===== src/hdl/cnlc_pkg.sv =====
// ----------------------------------------------------------------------------
// Card number Luhn checker - shared definitions
// Character codes, dash layout positions, the per-character transaction type
// and the Luhn digit weighting function.
// ----------------------------------------------------------------------------
package cnlc_pkg;

    localparam logic [7:0] DASH_CODE  = 8'h2D;
    localparam logic [7:0] DIGIT_LO   = 8'h30;
    localparam logic [7:0] DIGIT_HI   = 8'h39;

    localparam int         POS_W      = 5;
    localparam logic [4:0] POS_MAX    = 5'd31;
    localparam logic [4:0] DASH_POS_A = 5'd4;
    localparam logic [4:0] DASH_POS_B = 5'd9;
    localparam logic [4:0] DASH_POS_C = 5'd14;

    localparam logic [2:0] DASH_MAX   = 3'd4;
    localparam logic [2:0] DASH_GROUP = 3'd3;

    localparam logic [4:0] LUHN_MOD   = 5'd10;

    typedef struct packed {
        logic       valid;
        logic [7:0] char_code;
        logic       last_char;
    } t_step;

    // Weighted Luhn contribution of one decimal digit
    function automatic logic [4:0] luhn_weight(input logic [3:0] digit, input logic dbl);
        logic [4:0] twice;
        twice = {digit, 1'b0};
        if (!dbl) begin
            return {1'b0, digit};
        end else if (twice >= LUHN_MOD) begin
            return twice - 5'd9;
        end else begin
            return twice;
        end
    endfunction

endpackage


===== src/hdl/cnlc_accum.sv =====
// ----------------------------------------------------------------------------
// Card number Luhn checker - running state
// Holds position, dash count and layout flag, digit count and Luhn sum.
// Gives the verdict for the string whose last character is being stepped.
// ----------------------------------------------------------------------------
module cnlc_accum
    import cnlc_pkg::*;
#(
    parameter int CARD_DIGITS = 16
) (
    input  logic  i_clk,
    input  logic  i_rst_n,
    input  t_step i_step,
    output logic  o_verdict
);

    localparam int CNT_W = $clog2(CARD_DIGITS + 2);
    localparam logic [CNT_W-1:0] DIGIT_SAT = CNT_W'(CARD_DIGITS + 1);
    localparam logic [CNT_W-1:0] DIGIT_REQ = CNT_W'(CARD_DIGITS);

    logic [POS_W-1:0] r_pos,   n_pos;
    logic [2:0]       r_dash,  n_dash;
    logic             r_lay,   n_lay;
    logic [CNT_W-1:0] r_digit, n_digit;
    logic [3:0]       r_sum,   n_sum;

    logic       is_dash;
    logic       is_digit;
    logic [4:0] weight;
    logic [4:0] sum_raw;
    logic       dashes_ok;

    always_comb begin
        is_dash  = (i_step.char_code == DASH_CODE);
        is_digit = (i_step.char_code >= DIGIT_LO) && (i_step.char_code <= DIGIT_HI);
        weight   = luhn_weight(i_step.char_code[3:0], ~r_digit[0]);
        sum_raw  = {1'b0, r_sum} + weight;

        n_pos   = (r_pos < POS_MAX) ? r_pos + 5'd1 : r_pos;
        n_dash  = r_dash;
        n_lay   = r_lay;
        n_digit = r_digit;
        n_sum   = r_sum;

        if (is_dash) begin
            if (r_dash < DASH_MAX) begin
                n_dash = r_dash + 3'd1;
            end
            if (r_pos != DASH_POS_A && r_pos != DASH_POS_B && r_pos != DASH_POS_C) begin
                n_lay = 1'b0;
            end
        end else if (is_digit) begin
            n_sum = (sum_raw >= LUHN_MOD) ? 4'(sum_raw - LUHN_MOD) : sum_raw[3:0];
            if (r_digit < DIGIT_SAT) begin
                n_digit = r_digit + CNT_W'(1);
            end
        end

        dashes_ok = (n_dash == 3'd0) || (n_dash == DASH_GROUP && n_lay);
        o_verdict = dashes_ok && (n_digit == DIGIT_REQ) && (n_sum == 4'd0);
    end

    always_ff @(posedge i_clk) begin
        if (!i_rst_n || (i_step.valid && i_step.last_char)) begin
            r_pos   <= '0;
            r_dash  <= '0;
            r_lay   <= 1'b1;
            r_digit <= '0;
            r_sum   <= '0;
        end else if (i_step.valid) begin
            r_pos   <= n_pos;
            r_dash  <= n_dash;
            r_lay   <= n_lay;
            r_digit <= n_digit;
            r_sum   <= n_sum;
        end
    end

endmodule


===== config.mk =====
export PLATFORM = sky130hd
export DESIGN_NAME = cnlc_accum
export DESIGN_NICKNAME = d
export VERILOG_FILES = /design/src/hdl/cnlc_pkg.sv /design/src/hdl/cnlc_accum.sv
export SDC_FILE = /design/constraint.sdc
export NUM_CORES = 1
export LEC_CHECK = 0
export ABC_AREA = 1
export BUFFER_PORTS_ARGS = -buffer_cell sky130_fd_sc_hd__buf_2
export CAP_MARGIN = 40
export CORE_ASPECT_RATIO = 1.75
export CORE_MARGIN = 10
export CORE_UTILIZATION = 50
export DETAILED_ROUTE_END_ITERATION = 6
export PLACE_DENSITY = 0.75
export SYNTH_ARGS = -nofsm -noshare
export SYNTH_HDL_FRONTEND = slang
export SYNTH_SLANG_ARGS = --single-unit

===== constraint.sdc =====
create_clock -name i_clk -period 3.6 [get_ports i_clk]
set_clock_uncertainty 0.1 [all_clocks]
set_input_delay 0.72 -clock i_clk [delete_from_list [all_inputs] [get_ports i_clk]]
set_output_delay 0.72 -clock i_clk [all_outputs]
set_load 0.02 [all_outputs]

# --- After elaboration in Yosys (flattened, before gate mapping) ---
# Cells that the tools add are included.
# W data, S select, Z words.
classes:
  n_addsub: 6
  n_lt_le_gt_ge: 7
  eq_ne: 6
  n_mux: 12
  reduce_logical: 13
ops:
  columns: ["cell", "count"]
  rows:
  - ["$mux W5", 5]
  - ["$mux W4", 3]
  - ["$add A5 B1 Y5 const B", 2]
  - ["$ge A5 B4 Y1 const B", 2]
  - ["$lt A5 B5 Y1 const B", 2]
  - ["$ne A5 B4 Y1 const B", 2]
  - ["$eq A8 B6 Y1 const B", 1]
  - ["$ge A8 B6 Y1 const B", 1]
  - ["$le A8 B6 Y1 const B", 1]
  - ["$logic_and A1 B1 Y1", 7]
  - ["$mux W3", 2]
  - ["$add A4 B5 Y5", 1]
  - ["$eq A5 B5 Y1 const B", 1]
  - ["$ne A5 B3 Y1 const B", 1]
  - ["$sub A5 B4 Y5 const B", 1]
  - ["$logic_not A4 Y1", 1]
  - ["$sub A4 B4 Y4 const B", 1]
  - ["$add A3 B1 Y3 const B", 1]
  - ["$eq A3 B2 Y1 const B", 1]
  - ["$logic_not A3 Y1", 1]
  - ["$lt A3 B3 Y1 const B", 1]
  - ["$logic_or A1 B1 Y1", 2]
  - ["$mux W1", 2]
  - ["$reduce_and A2 Y1", 1]
  - ["$logic_not A1 Y1", 1]
word_totals:
  reg_bits: 18
  inputBits: 12
  out_inout_bits: 1
  wordCells: 49

# --- Depth between registers and ports, before layout ---
logic_depth:
  ltp_word: 10
  depth_mapped: 24
  mapped_depth_nobuf: 24

# --- Worst setup path before layout ---
# Ideal clock, no wire load.
synth_path:
  path_kind: "input port to output port"
  from: "in i_step[2] (netlist bit)"
  to: "out o_verdict"
  arrival_time_ns: 3.156
  t_required_ns: 2.780
  slack_ns: -0.376
  path_stages: 24
  path_buffers: 0
  path_cell_list: "inv_1 -> ha_1 -> inv_1 -> nand2_1 -> nand2_1 -> a21oi_2 -> o21bai_1 -> ha_1 -> inv_1 -> fa_1 -> inv_1 -> nand2_1 -> nand2_1 -> inv_1 -> ha_1 -> nand2_1 -> nand2_1 -> nand3_1 -> nand2_1 -> nand3_1 -> nand2_1 -> inv_1 -> nand2_1 -> nor2_2"
synth_between:
  elab_chain_len: 10
  word_cells_on_any_way: 26
  classes_between: "3 x add/sub; 4 x order compare; 3 x eq/ne; 9 x mux; 7 x reduce/logical"
synth_rtl:
  columns: ["item", "line_no", "text"]
  rows:
  - ["from (decl)", "cnlc_accum.sv:13", "input t_step i_step,"]
  - ["$sub A5 B4 Y5 or $ge A5 B4 Y1 (tied branches)", "cnlc_pkg.sv:36, cnlc_pkg.sv:35", null]
  - ["$mux W5", "cnlc_pkg.sv:35", "end else if (twice >= LUHN_MOD) begin"]
  - ["$mux W5", "cnlc_pkg.sv:33", "if (!dbl) begin"]
  - ["$add A4 B5 Y5", "cnlc_accum.sv:37", "sum_raw = {1'b0, r_sum} + weight;"]
  - ["$sub A4 B4 Y4 or $ge A5 B4 Y1 (tied branches)", "cnlc_accum.sv:53", "n_sum = (sum_raw >= LUHN_MOD) ? 4'(sum_raw - LUHN_MOD) : sum_raw[3:0];"]
  - ["$mux W4", "cnlc_accum.sv:53", null]
  - ["$mux W4", "cnlc_accum.sv:52", "end else if (is_digit) begin"]
  - ["$mux W4", "cnlc_accum.sv:45", "if (is_dash) begin"]
  - ["$logic_not A4 Y1", "cnlc_accum.sv:60", "o_verdict = dashes_ok && (n_digit == DIGIT_REQ) && (n_sum == 4'd0);"]
  - ["$logic_and A1 B1 Y1 *", "cnlc_accum.sv:60", null]
  - ["to (decl)", "cnlc_accum.sv:14", "output logic o_verdict"]
# Every way passes the cells marked *; elsewhere a longest branch is shown, timed or not.

# --- Worst setup path after layout ---
# Same ends and word-level chain as after synthesis.

==> results.md <==
## Die
* count of boundary I/O pins: 13
* overall die width: 62.9 um
* Vert. Die Dim: 95.0 um
* overall die area: 0.00597 mm^2
* Starting Density: 51.7%
* Core Region: 0.00311 mm^2
* row count: 27

## Critical path
* arrival time of data at the critical path endpoint: 3.12 ns
* CP max FO: 4
* launching element type of the critical path: input pin
* capturing element type of the critical path: output pin
* crit path capture: o_verdict
* worst setup path start: i_step[2]
* Worst Reg2Reg Path Length in Cells: 24
* register-to-register setup slack: 0.19 ns
* worst endpoint required time: 2.78 ns
* Crit Reg-Reg Startpoint: r_digit[0]
* R2R Path End: r_sum[1]
* Crit Path Category: in2out

## Drt
* DRC marker count from the first detailed-route iteration: 56
* Avg Vias per Cell: 5.03
* post-DR wirelength/cell: 11.5 um
* remaining routing DRC violations: 0
* Post-Route WL: 4090 um
* first-pass iteration count of the detailed router: 4
* antenna-violating nets left: 0
* total vias in the final route: 1782

## Status
* violations in the final reports: negative setup slack
* outcome: complete, but fails checks

## Timing
* remaining max-slew budget at the tightest pin: 76.3%
* setup repair after global routing missed its margin: yes
* final critical path time including I/O delays and setup: 3.94 ns
* final number of max-transition violations: 0
* Final period util: 109%
* Fin. Hold Viols: 0
* # setup viols final: 2
* Min Hold Slack: 0.369 ns
* setup slack after layout: -0.339 ns
* transition time of the tightest slew-check pin: 0.355 ns
* fmax: 254 MHz

## Clock tree
* TritonCTS Buffers: 3
* clk buf depth: 2
* clock-pin slew on the worst setup and hold paths: 0.06 ns
* CTS Root Buffer Type: clkbuf_8
* worst skew pair latency: 0.25 ns
* Clock Sink Count: 18
* # H-tree levels: 1
* CTS tree: built

## Yosys
* Yosys warnings: 0
* register bit count reported by yosys: 18
* average cell area after synthesis: 5.97 um^2
* post-synth cell types: 25
* part of the Yosys area used for sequential elements: 22.4%
* Post-Synthesis Cell Area: 0.00161 mm^2
* syn nets: 296
* synthesized instance count: 269

## Finish
* commonest non-fill, non-tap cell in the layout: nand2_1
* final standard cell area without fillers: 0.00214 mm^2
* final net count: 340
* fraction of layout cells with a size suffix above 1: 26.4%
* count of inserted antenna diode cells: 0
* area growth from synthesis to layout: 33.0%
* leading cell types in the layout, fill and taps excluded: nand2_1, inv_1, nor2_1
* Non-Filler Instances: 354
* fill cell instance count of the final layout: 301

## Global routing
* remaining global-route overflow: 0
* Total GRT Usage: 14.6%
* via count of the first global-routing pass: 1854
* pin count of the biggest net entering global routing: 17
* first-pass GRT wire length: 7360 um
* initial antenna violation count: 0

## Flow run
* count of max-cap constraint violations: 0

## Min path
* Hold/Removal Path Class: reg2reg

## Power
* worst IR drop on VDD: 266 uV
* leakage component of the power: 1.13 nW
* Total Power: 582 uW
* PD cells: 272 mW/mm^2

## Place
* number of placed instances, taps included: 341
* weighted congestion at the end of routability-driven global placement: 0.815
* post-detailed-placement half-perimeter wirelength: 3200 um
* post-placement setup slack: -0.603 ns
* placed standard-cell area: 0.00192 mm^2
* count of input and output buffers: 12

cell type report:
type                    instances  area (um^2)  area share (%)
clock buffers                   3         41.3            1.93
multi-input cells             196         1120            52.6
inverters                      53          215            10.1
well taps                      43         53.8            2.52
repair buffers                 41          343            16.0
flip-flops and latches         18          360            16.9
worst min path at each step:
stage / start / to / depth (start not counted)
after CTS: r_lay / r_lay / 2
final: r_lay / r_lay / 2
after detailed placement: r_lay / r_lay / 2
after global placement: r_lay / r_lay / 2
after floorplan: r_lay / r_lay / 2
after global routing: r_lay / r_lay / 2
synthesized netlist by cell type:
cell type | number | area [um^2]
inv_2 | 3 | 11.3
ha_1 | 14 | 175
o21bai_1 | 3 | 22.5
or2_1 | 1 | 6.26
xor2_1 | 1 | 8.76
a21oi_2 | 1 | 8.76
nand2_2 | 5 | 31.3
a21oi_1 | 19 | 95.1
nor2_1 | 21 | 78.8
fa_1 | 1 | 20.0
inv_1 | 50 | 188
dfxtp_1 | 18 | 360
nand4_1 | 4 | 25.0
and2_1 | 1 | 6.26
o211ai_1 | 2 | 15.0
nor3_1 | 4 | 20.0
o21ai_1 | 2 | 10.0
nand3_1 | 21 | 105
nand2_1 | 70 | 263
nor2_2 | 2 | 12.5
o21ai_2 | 1 | 8.76
o21ai_0 | 20 | 100
o21a_1 | 1 | 7.51
clkbuf_1 | 2 | 7.51
nand3_2 | 2 | 20.0
cells by family (layout without fill, tap and decap cells):
family          count (synthesis)  count (layout)  synth area share, %
compound gates                 49              49                 16.7
xor+xnor                        1               1                0.545
fa+ha+maj                      15              15                 12.1
buf+inv                        55              97                 12.9
flops                          18              18                 22.4
simple gates                  131             131                 35.4
report_power, final:
part           internal, mW  total (mW)  switching, mW
registers             0.208       0.216        0.00867
clock network        0.0744       0.139         0.0642
logic                 0.105       0.227          0.123
layer usage:
| layer | part of all wire (%) | global-route usage, % | wire length (um) | vias to the layer above |
|---|---|---|---|---|
| met5 | 0 | 0 | 0 | - |
| met4 | 4.0 | 8.24 | 165 | 0 |
| met3 | 1.5 | 1.30 | 63 | 16 |
| met2 | 57 | 31.1 | 2330 | 24 |
| met1 | 37 | 12.7 | 1530 | 806 |
| li1 | - | - | - | 936 |
repair_timing:
| item | 4_1_cts | 5_1_grt |
|---|---|---|
| buffers inserted | 10 | 0 |
| setup endpoints to repair | 1 | 2 |
| resized for setup | 23 | 9 |
| pin swaps | 18 | 6 |
| hold buffers | 0 | 0 |
| endpoints found under the hold margin | 0 | 0 |
state kept, by name, indices dropped and copies added (netlist names):
register	cells
r_pos	5
r_sum	4
r_lay	1
r_dash	3
r_digit	5
stage by stage:
step                      setup TNS (ns)  util [%]
after floorplan                   -0.207         -
after detailed placement          -0.603      61.9
final                             -0.570      68.8
after CTS                         -0.531      68.1
after global routing              -0.904      68.8
after global placement            -0.557      61.9
critical path: stages:
cell	delay [ns]
buf_12	0.11
inv_16	0.05
ha_4	0.12
inv_2	0.04
nand2_2	0.05
nand2_2	0.06
a21oi_2	0.13
o21bai_1	0.13
ha_2	0.20
inv_2	0.04
fa_2	0.36
inv_2	0.07
nand2_2	0.04
nand2_2	0.05
inv_2	0.05
buf_6	0.11
nand2_2	0.05
nand2_2	0.05
nand2_2	0.08
nand3_2	0.07
nand2_1	0.08
nand3_2	0.07
nand2_2	0.08
inv_1	0.05
nand2_2	0.07
nor2_4	0.03
buf_6	0.12
Power figures use the tool's default switching activity.
